$ cat src/rtl/mcbs_pkg.sv
package mcbs_pkg;

   // Channel count and derived widths
   localparam int CHANNELS  = 16;
   localparam int CH_W      = (CHANNELS > 1) ? $clog2(CHANNELS) : 1;
   localparam int CNT_W     = $clog2(CHANNELS + 1);

   // Fixed field widths
   localparam int OP_W      = 2;
   localparam int CHAN_W    = 4;
   localparam int TICK_W    = 16;
   localparam int LANE_W    = 16;

   // Command codes
   localparam logic [OP_W-1:0] OP_TICK  = 2'd0;
   localparam logic [OP_W-1:0] OP_START = 2'd1;
   localparam logic [OP_W-1:0] OP_STOP  = 2'd2;

   // Sequencer states
   typedef enum logic [1:0] {
      ST_IDLE,
      ST_SWEEP,
      ST_REPORT
   } state_type;

   // Per-channel record held in the channel store
   typedef struct packed {
      logic              off_phase;
      logic [TICK_W-1:0] on_length;
      logic [TICK_W-1:0] off_length;
      logic [TICK_W-1:0] repeat_limit;
      logic [TICK_W-1:0] tick_counter;
      logic [TICK_W-1:0] period_counter;
   } chan_type;

   localparam int CHAN_REC_W = $bits(chan_type);

endpackage

$ cat src/rtl/mcbs_if.sv
// Command channel
interface mcbs_req_if;
   logic                               valid;
   logic                               ready;
   logic [mcbs_pkg::OP_W-1:0]          op;
   logic [mcbs_pkg::CHAN_W-1:0]        channel;
   logic [mcbs_pkg::TICK_W-1:0]        on_ticks;
   logic [mcbs_pkg::TICK_W-1:0]        off_ticks;
   logic [mcbs_pkg::TICK_W-1:0]        repeat_count;

   modport source (output valid, op, channel, on_ticks, off_ticks, repeat_count,
                   input ready);
   modport sink   (input valid, op, channel, on_ticks, off_ticks, repeat_count,
                   output ready);
endinterface

// Status channel
interface mcbs_rsp_if;
   logic                               valid;
   logic                               ready;
   logic [mcbs_pkg::LANE_W-1:0]        output_levels;
   logic [mcbs_pkg::LANE_W-1:0]        active_mask;

   modport source (output valid, output_levels, active_mask, input ready);
   modport sink   (input valid, output_levels, active_mask, output ready);
endinterface

$ cat src/rtl/mcbs_ram.sv
// Simple dual-port RAM, one write and one registered read per cycle
module mcbs_ram #(
   parameter int WIDTH = 8,
   parameter int DEPTH = 16
) (
   input  logic                                         clock,
   input  logic                                         wr_en,
   input  logic [((DEPTH > 1) ? $clog2(DEPTH) : 1)-1:0] wr_addr,
   input  logic [WIDTH-1:0]                             wr_data,
   input  logic                                         rd_en,
   input  logic [((DEPTH > 1) ? $clog2(DEPTH) : 1)-1:0] rd_addr,
   output logic [WIDTH-1:0]                             rd_data
);

   logic [WIDTH-1:0] mem_ff [DEPTH];
   logic [WIDTH-1:0] rd_data_ff;

   always_ff @(posedge clock) begin
      if (wr_en) begin
         mem_ff[wr_addr] <= wr_data;
      end
      if (rd_en) begin
         rd_data_ff <= mem_ff[rd_addr];
      end
   end

   assign rd_data = rd_data_ff;
endmodule

$ cat src/rtl/multi_channel_blink_sequencer.sv
// Channel   Dir  Beat contents
// req_bus   in   op, channel, on_ticks, off_ticks, repeat_count
// rsp_bus   out  output_levels, active_mask (one beat per command)
//
// Start/stop/unused: applied as the beat is taken, result loaded in REPORT once the
// output register is free. Tick: one store entry per cycle via the single read/write
// port pair of the store, result loaded in REPORT after the sweep. No new command is
// taken until the result is loaded. Reset clears the level and active vectors; store
// contents are used only for active channels, which a start always loads first.
// A stalled result holds in its output register while the next command is taken.
module multi_channel_blink_sequencer (
   input  logic        clock,
   input  logic        reset,
   mcbs_req_if.sink    req_bus,
   mcbs_rsp_if.source  rsp_bus
);

   // Control and per-channel flags
   mcbs_pkg::state_type              state_ff, state_in;
   logic [mcbs_pkg::CNT_W-1:0]       rd_idx_ff, rd_idx_in;
   logic [mcbs_pkg::CHAN_W-1:0]      proc_idx_ff, proc_idx_in;
   logic                             proc_vld_ff, proc_vld_in;
   logic [mcbs_pkg::LANE_W-1:0]      level_ff, level_in;
   logic [mcbs_pkg::LANE_W-1:0]      active_ff, active_in;
   logic                             rsp_valid_ff, rsp_valid_in;
   logic [mcbs_pkg::LANE_W-1:0]      rsp_levels_ff, rsp_levels_in;
   logic [mcbs_pkg::LANE_W-1:0]      rsp_active_ff, rsp_active_in;

   // Store port signals
   logic                             wr_en;
   logic [mcbs_pkg::CH_W-1:0]        wr_addr;
   mcbs_pkg::chan_type               wr_rec;
   logic                             rd_en;
   logic [mcbs_pkg::CH_W-1:0]        rd_addr;
   logic [mcbs_pkg::CHAN_REC_W-1:0]  rd_data;

   // Advance datapath
   mcbs_pkg::chan_type               cur_rec;
   mcbs_pkg::chan_type               nxt_rec;
   logic [mcbs_pkg::TICK_W-1:0]      tick_inc;
   logic [mcbs_pkg::TICK_W-1:0]      per_inc;
   logic                             nxt_level;
   logic                             nxt_active;
   logic                             adv_en;

   logic                             req_fire;
   logic                             ch_ok;
   logic                             rsp_free;

   mcbs_ram #(
      .WIDTH (mcbs_pkg::CHAN_REC_W),
      .DEPTH (mcbs_pkg::CHANNELS)
   ) u_store (
      .clock   (clock),
      .wr_en   (wr_en),
      .wr_addr (wr_addr),
      .wr_data (wr_rec),
      .rd_en   (rd_en),
      .rd_addr (rd_addr),
      .rd_data (rd_data)
   );

   assign req_bus.ready         = (state_ff == mcbs_pkg::ST_IDLE);
   assign req_fire              = req_bus.valid && req_bus.ready;
   assign ch_ok                 = ({1'b0, req_bus.channel} < (mcbs_pkg::CHAN_W + 1)'(mcbs_pkg::CHANNELS));
   assign rsp_free              = !rsp_valid_ff || rsp_bus.ready;

   assign rsp_bus.valid         = rsp_valid_ff;
   assign rsp_bus.output_levels = rsp_levels_ff;
   assign rsp_bus.active_mask   = rsp_active_ff;

   // One channel's tick: on phase, off phase, repeat count
   always_comb begin
      cur_rec    = mcbs_pkg::chan_type'(rd_data);
      nxt_rec    = cur_rec;
      nxt_level  = level_ff[proc_idx_ff];
      nxt_active = active_ff[proc_idx_ff];
      adv_en     = proc_vld_ff && active_ff[proc_idx_ff] && (cur_rec.off_length != '0);
      tick_inc   = cur_rec.tick_counter + mcbs_pkg::TICK_W'(1);
      per_inc    = cur_rec.period_counter + mcbs_pkg::TICK_W'(1);
      nxt_rec.tick_counter = tick_inc;
      if (!cur_rec.off_phase) begin
         if (tick_inc >= cur_rec.on_length) begin
            nxt_level            = 1'b0;
            nxt_rec.tick_counter = '0;
            nxt_rec.off_phase    = 1'b1;
         end
      end else if (tick_inc >= cur_rec.off_length) begin
         if (cur_rec.repeat_limit != '0) begin
            nxt_rec.period_counter = per_inc;
         end
         if ((cur_rec.repeat_limit != '0) && (per_inc >= cur_rec.repeat_limit)) begin
            nxt_active         = 1'b0;
            nxt_rec.off_length = '0;
         end else begin
            nxt_rec.tick_counter = '0;
            nxt_rec.off_phase    = 1'b0;
            nxt_level            = 1'b1;
         end
      end
   end

   // Sequencer next state, store access and result loading
   always_comb begin
      state_in      = state_ff;
      rd_idx_in     = rd_idx_ff;
      proc_idx_in   = proc_idx_ff;
      proc_vld_in   = 1'b0;
      level_in      = level_ff;
      active_in     = active_ff;
      rsp_valid_in  = rsp_valid_ff && !rsp_bus.ready;
      rsp_levels_in = rsp_levels_ff;
      rsp_active_in = rsp_active_ff;
      wr_en         = 1'b0;
      wr_addr       = proc_idx_ff[mcbs_pkg::CH_W-1:0];
      wr_rec        = nxt_rec;
      rd_en         = 1'b0;
      rd_addr       = rd_idx_ff[mcbs_pkg::CH_W-1:0];

      case (state_ff)
         mcbs_pkg::ST_IDLE: begin
            if (req_fire) begin
               state_in = mcbs_pkg::ST_REPORT;
               if (req_bus.op == mcbs_pkg::OP_TICK) begin
                  state_in  = mcbs_pkg::ST_SWEEP;
                  rd_idx_in = '0;
               end else if (req_bus.op == mcbs_pkg::OP_START) begin
                  if (ch_ok && (req_bus.on_ticks != '0) && !active_ff[req_bus.channel]) begin
                     wr_en                 = 1'b1;
                     wr_addr               = req_bus.channel[mcbs_pkg::CH_W-1:0];
                     wr_rec.off_phase      = 1'b0;
                     wr_rec.on_length      = req_bus.on_ticks;
                     wr_rec.off_length     = req_bus.off_ticks;
                     wr_rec.repeat_limit   = req_bus.repeat_count;
                     wr_rec.tick_counter   = '0;
                     wr_rec.period_counter = '0;
                     active_in[req_bus.channel] = 1'b1;
                     level_in[req_bus.channel]  = 1'b1;
                  end
               end else if (req_bus.op == mcbs_pkg::OP_STOP) begin
                  if (ch_ok) begin
                     active_in[req_bus.channel] = 1'b0;
                     level_in[req_bus.channel]  = 1'b0;
                  end
               end
            end
         end

         mcbs_pkg::ST_SWEEP: begin
            // read entry i while entry i-1 is updated and written back
            if (rd_idx_ff < mcbs_pkg::CNT_W'(mcbs_pkg::CHANNELS)) begin
               rd_en       = 1'b1;
               rd_idx_in   = rd_idx_ff + mcbs_pkg::CNT_W'(1);
               proc_vld_in = 1'b1;
               proc_idx_in = mcbs_pkg::CHAN_W'(rd_idx_ff);
            end else if (!proc_vld_ff) begin
               state_in = mcbs_pkg::ST_REPORT;
            end
            if (adv_en) begin
               wr_en                  = 1'b1;
               level_in[proc_idx_ff]  = nxt_level;
               active_in[proc_idx_ff] = nxt_active;
            end
         end

         mcbs_pkg::ST_REPORT: begin
            if (rsp_free) begin
               rsp_valid_in  = 1'b1;
               rsp_levels_in = level_ff;
               rsp_active_in = active_ff;
               state_in      = mcbs_pkg::ST_IDLE;
            end
         end

         default: begin
            state_in = mcbs_pkg::ST_IDLE;
         end
      endcase
   end

   // Control registers
   always_ff @(posedge clock) begin
      if (reset) begin
         state_ff     <= mcbs_pkg::ST_IDLE;
         rd_idx_ff    <= '0;
         proc_idx_ff  <= '0;
         proc_vld_ff  <= 1'b0;
         level_ff     <= '0;
         active_ff    <= '0;
         rsp_valid_ff <= 1'b0;
      end else begin
         state_ff     <= state_in;
         rd_idx_ff    <= rd_idx_in;
         proc_idx_ff  <= proc_idx_in;
         proc_vld_ff  <= proc_vld_in;
         level_ff     <= level_in;
         active_ff    <= active_in;
         rsp_valid_ff <= rsp_valid_in;
      end
   end

   // Result payload
   always_ff @(posedge clock) begin
      rsp_levels_ff <= rsp_levels_in;
      rsp_active_ff <= rsp_active_in;
   end

endmodule

$ cat src/flat_wrapper.sv
// flat-port wrapper written by rule: the top's interface ports become plain ports
module multi_channel_blink_sequencer_flat 
  (clock, reset, req_bus_valid, req_bus_op, req_bus_channel, req_bus_on_ticks, req_bus_off_ticks, req_bus_repeat_count, req_bus_ready, rsp_bus_valid, rsp_bus_output_levels, rsp_bus_active_mask, rsp_bus_ready);
  mcbs_req_if req_bus_i ();
  mcbs_rsp_if rsp_bus_i ();
  input  logic clock;
  input  logic reset;
  input wire logic [$bits(req_bus_i.valid)-1:0] req_bus_valid;
  input wire logic [$bits(req_bus_i.op)-1:0] req_bus_op;
  input wire logic [$bits(req_bus_i.channel)-1:0] req_bus_channel;
  input wire logic [$bits(req_bus_i.on_ticks)-1:0] req_bus_on_ticks;
  input wire logic [$bits(req_bus_i.off_ticks)-1:0] req_bus_off_ticks;
  input wire logic [$bits(req_bus_i.repeat_count)-1:0] req_bus_repeat_count;
  output wire logic [$bits(req_bus_i.ready)-1:0] req_bus_ready;
  output wire logic [$bits(rsp_bus_i.valid)-1:0] rsp_bus_valid;
  output wire logic [$bits(rsp_bus_i.output_levels)-1:0] rsp_bus_output_levels;
  output wire logic [$bits(rsp_bus_i.active_mask)-1:0] rsp_bus_active_mask;
  input wire logic [$bits(rsp_bus_i.ready)-1:0] rsp_bus_ready;
  assign req_bus_i.valid = req_bus_valid;
  assign req_bus_i.op = req_bus_op;
  assign req_bus_i.channel = req_bus_channel;
  assign req_bus_i.on_ticks = req_bus_on_ticks;
  assign req_bus_i.off_ticks = req_bus_off_ticks;
  assign req_bus_i.repeat_count = req_bus_repeat_count;
  assign req_bus_ready = req_bus_i.ready;
  assign rsp_bus_valid = rsp_bus_i.valid;
  assign rsp_bus_output_levels = rsp_bus_i.output_levels;
  assign rsp_bus_active_mask = rsp_bus_i.active_mask;
  assign rsp_bus_i.ready = rsp_bus_ready;
  multi_channel_blink_sequencer u_core (.clock(clock), .reset(reset), .req_bus(req_bus_i), .rsp_bus(rsp_bus_i));
endmodule
$ cat config.mk
export PLATFORM = sky130hd
export DESIGN_NAME = multi_channel_blink_sequencer_flat
export DESIGN_NICKNAME = d
export VERILOG_FILES = /design/src/rtl/mcbs_pkg.sv /design/src/rtl/mcbs_if.sv /design/src/rtl/mcbs_ram.sv /design/src/rtl/multi_channel_blink_sequencer.sv /design/src/flat_wrapper.sv
export SDC_FILE = /design/constraint.sdc
export NUM_CORES = 1
export LEC_CHECK = 0
export BUFFER_PORTS_ARGS = -buffer_cell sky130_fd_sc_hd__clkbuf_2
export CORE_MARGIN = 1
export CORE_UTILIZATION = 60
export DETAILED_ROUTE_END_ITERATION = 8
export GPL_ROUTABILITY_DRIVEN = 0
export PLACE_DENSITY_LB_ADDON = 0.3
export SLEW_MARGIN = 10
export SYNTH_ARGS = -nofsm -noshare
export SYNTH_HDL_FRONTEND = slang
export SYNTH_SLANG_ARGS = --single-unit
$ cat constraint.sdc
create_clock -name clock -period 10.09 [get_ports clock]
set_input_delay 2.018 -clock clock [delete_from_list [all_inputs] [get_ports clock]]
set_output_delay 2.018 -clock clock [all_outputs]
set_load 0.02 [all_outputs]
==> flow_metrics.py <==
metrics = {
    "global_routing": {
        "grt_start_max_net_pins": 168,
        "antenna_found_initial": 3,
        "met2_usage_pct": 46.8,
        "grt_overflow_total": 0,
        "global_route.usage.total_pct": 29.2,
        "grtUsageMet3_pct": 5.91,
        "layer_carrying_the_most_global_route_usage": "met2",
        "gr_layer_usage_met1_pct": 40.7,
        "grt_pass1_wl_um": 204000,
        "first_global_vias": 30200,
    },
    "critical_path": {
        "cp_common_cell": "sky130_fd_sc_hd__buf_4",
        "critical_path_peak_fanout": 55,
        "rr_worst_depth": 13,
        "critical_path.n_buffers_inverters": 4,
        "path_cells": "clkbuf_2 > mux4_2 > nand2_1 > a21boi_2 > nor4_2 > buf_4 > mux2_1 > a32oi_1 > nor2_4 > buf_4 > buf_4",
        "startpoint_type": "primary input",
        "worst-endpoint-arrival_ps": 6800,
        "regToRegSetupSlack_ps": 4070,
        "critical_path_required_ps": 10460,
        "crit_path_top_delay_cell": "sky130_fd_sc_hd__nor2_4",
        "critical_path.reg2reg.endpoint": "u_core.u_store.mem_ff[14][27]",
        "critPathKind": "in2reg",
        "crit_path_from": "req_bus_channel[0]",
        "timing.critical_path.max_delay_family": "buffers and inverters",
        "cp_slowest_stage_delay_ps": 960,
        "type_of_element_capturing_the_critical_path": "register",
        "r2r_start": "u_core.u_store.rd_data[4]",
    },
    "final_layout": {
        "area.growth.synth_to_final_pct": 12.3,
        "final-instance-count-excl-fill": 4306,
        "nFillCells": 5687,
        "drive_above_1_share_pct": 27.8,
        "final_net_count": 3037,
        "utilization_pct": 68.1,
    },
    "cts": {
        "cts-root-buf": "sky130_fd_sc_hd__clkbuf_16",
        "cts.path.max_buffers": 3,
        "ctsHoldBuffers": 0,
        "post_cts_resized": 0,
        "clock_tree.htree_level_count": 4,
        "cts.reportedPaths.clkPinSlew_ps": 60,
        "inserted_clock_buffers": 141,
        "clock_latency_ps": 760,
        "post-cts-setup-buffer-count": 0,
        "tritoncts": "built",
        "number_of_clock_sinks": 1454,
    },
    "die": {
        "floorplan.die_area_um2": 97300,
        "io_pins": 92,
        "core_region_area_um2": 95000,
        "die-width_um": 312,
        "floorplan.die.height_um": 312,
        "initial_core_utilization_pct": 60.7,
        "num_rows": 113,
    },
    "synth": {
        "synth-edff-count": 1409,
        "synth_top_flop_cell": "sky130_fd_sc_hd__edfxtp_1",
        "yosys.area.top_type": "sky130_fd_sc_hd__edfxtp_1",
        "postSynthNetCount": 2855,
        "yosysWarningCount": 0,
        "synthDominantCellAreaShare_pct": 73.4,
        "syn-cell-area_um2": 57600,
        "synth-async-reset-ratio_pct": 0,
        "yosysMostFrequentCell": "sky130_fd_sc_hd__edfxtp_1",
        "yosysSeqAreaShare_pct": 75.0,
        "postSynthAreaPerCell_um2": 21.0,
        "yosys_register_bits": 1454,
        "yosys-top-cells-count": "sky130_fd_sc_hd__edfxtp_1, sky130_fd_sc_hd__mux4_2, sky130_fd_sc_hd__nand2_1",
        "synthCells": 2744,
        "synth.distinct_cells": 67,
        "synth.top_cells.by_area": "sky130_fd_sc_hd__edfxtp_1, sky130_fd_sc_hd__mux4_2, sky130_fd_sc_hd__dfxtp_1",
    },
    "routing": {
        "drc_errors": 0,
        "detail_route.iter0.violations": 3933,
        "num_vias": 29500,
        "drt-wirelength-per-cell_um": 32.5,
        "finalWirelength_um": 140000,
        "antenna_left": 0,
        "drt_first_pass_iters": 8,
        "avgViaCountPerCell": 6.85,
    },
    "sta": {
        "final_hold_viol_count": 0,
        "finalSetupViolCount": 0,
        "final.period_utilization_pct": 63.7,
        "timing_max_transition_violations_final": 0,
        "max_slew.worst_pin.slew_ps": 1390,
        "relSlewSlack_pct": 7.42,
        "rsz0062_at_grt": "false",
        "min_period_ps": 6430,
        "fmax_mhz": 156,
        "clock_skew_ps": 32.2,
        "tns_ps": 0,
    },
    "power_and_ir_drop": {
        "peakVddDrop_v": 0.000181,
        "power.total_w": 0.0126,
        "power_density_nw_per_um2": 194,
        "leakage_nw": 20.1,
    },
    "placement": {
        "placedCellCount": 4038,
        "port_buffers": 91,
        "dpl.hpwl_um": 72600,
    },
    "outcome": {
        "status": "completed",
    },
    "run": {
        "cap_viol_max_count": 0,
    },
    "min_path": {
        "min_to": "u_core.rsp_bus.output_levels[1]",
        "hold_depth": 0,
        "timing.hold.worst.class": "reg2reg",
    },
}
## kinds of logic (layout without fill, tap and decap cells)
logic type	count (synthesis)	count (layout)	synth area share (%)
DFF	1454	1454	75.0
buffers and inverters	195	491	1.35
muxes	424	424	16.5
xor gates and xnor gates	44	44	0.669
adders and majority gates	53	53	1.15
AOI/OAI and AO/OA	211	211	2.42
and+or+nand+nor	363	363	2.95
other	0	1	0
## placed cells by master (no fill, tap or decap), drive strengths merged, types with 7 or more instances in the layout
| cell type | instances |
|---|---|
| edfxtp | 1409 |
| mux4 | 419 |
| clkbuf | 260 |
| nand2 | 139 |
| buf | 84 |
| o21ai | 82 |
| nor2 | 77 |
| inv | 69 |
| clkinv | 56 |
| ha | 53 |
| a21oi | 47 |
| dfxtp | 45 |
| nand3 | 39 |
| xor2 | 32 |
| nor2b | 25 |
| bufinv | 20 |
| nor4 | 17 |
| a211oi | 17 |
| and3 | 13 |
| xnor2 | 12 |
| a31oi | 12 |
| nor3 | 12 |
| nand4 | 11 |
| nand2b | 9 |
| and2 | 8 |
| o22ai | 7 |
## worst reg2reg max path, stage by stage, from the launching register on
cell and delay, ps:
sky130_fd_sc_hd__edfxtp_1 470, sky130_fd_sc_hd__nand4_1 230, sky130_fd_sc_hd__nor4_1 700, sky130_fd_sc_hd__and4_1 380, sky130_fd_sc_hd__and3_1 210, sky130_fd_sc_hd__xor2_1 80, sky130_fd_sc_hd__ha_1 300, sky130_fd_sc_hd__nand4_1 140
sky130_fd_sc_hd__or2_0 280, sky130_fd_sc_hd__a2111oi_0 380, sky130_fd_sc_hd__o41a_1 550, sky130_fd_sc_hd__nor2b_1 270, sky130_fd_sc_hd__a211o_1 660, sky130_fd_sc_hd__nor2b_1 1020
## where the power goes
part           switching [W]  total [W]  internal (W)
clock network        0.00226    0.00540       0.00314
registers          0.0000314    0.00671       0.00667
logic               0.000300   0.000474      0.000174
total                0.00259     0.0126       0.00999
## final cells by class
class	count	area (um^2)	share of cell area (%)
Antenna cell	1	2.50	0.00387
Clock buffer	169	3700	5.71
Clock inverter	88	1020	1.58
Inverter	59	221	0.342
Multi-Input combinational cell	1095	13800	21.3
Sequential cell	1454	43200	66.8
Tap cell	1265	1580	2.45
Timing Repair Buffer	175	1170	1.81
## registers in the layout, indices dropped and copies added (netlist names), named ones only
name,count
u_core.u_store.mem_ff,1296
u_core.u_store.rd_data,81
u_core.state_ff,2
u_core.rsp_bus.active_mask,16
u_core.rd_idx_ff,5
u_core.proc_idx_ff,4
u_core.rsp_bus.valid,1
u_core.proc_vld_ff,1
u_core.rsp_bus.output_levels,16
## routing by layer
| layer | part of all wire (%) | vias up |
|---|---|---|
| met5 | 0.024 | - |
| met4 | 3.2 | 6 |
| met3 | 10 | 327 |
| met2 | 49 | 2111 |
| met1 | 37 | 15300 |
| li1 | - | 11800 |
## per-stage QoR
| step | setup WS [ps] | area [um^2] | hold WS [ps] |
|---|---|---|---|
| 2_1_floorplan | 2360 | 57600 | 425 |
| 3_3_place_gp | 3110 | 59900 | 453 |
| 3_5_place_dp | 3040 | 59900 | 457 |
| 4_1_cts | 3730 | 64600 | 465 |
| 5_1_grt | 3480 | 64700 | 479 |
| 6_report | 3660 | 64700 | 474 |
## worst max-delay path by stage
stage | slack (ps) | end | depth (start not counted)
after detailed placement | 3040 | u_core.u_store.mem_ff[3][45] | 12
after global routing | 3480 | u_core.u_store.mem_ff[3][46] | 12
final | 3660 | u_core.u_store.mem_ff[3][9] | 11
after global placement | 3110 | u_core.u_store.mem_ff[3][3] | 12
after CTS | 3730 | u_core.u_store.mem_ff[3][9] | 12
after floorplan | 2360 | u_core.u_store.mem_ff[4][0] | 9
Note: power is estimated with default switching activity, not from simulation.
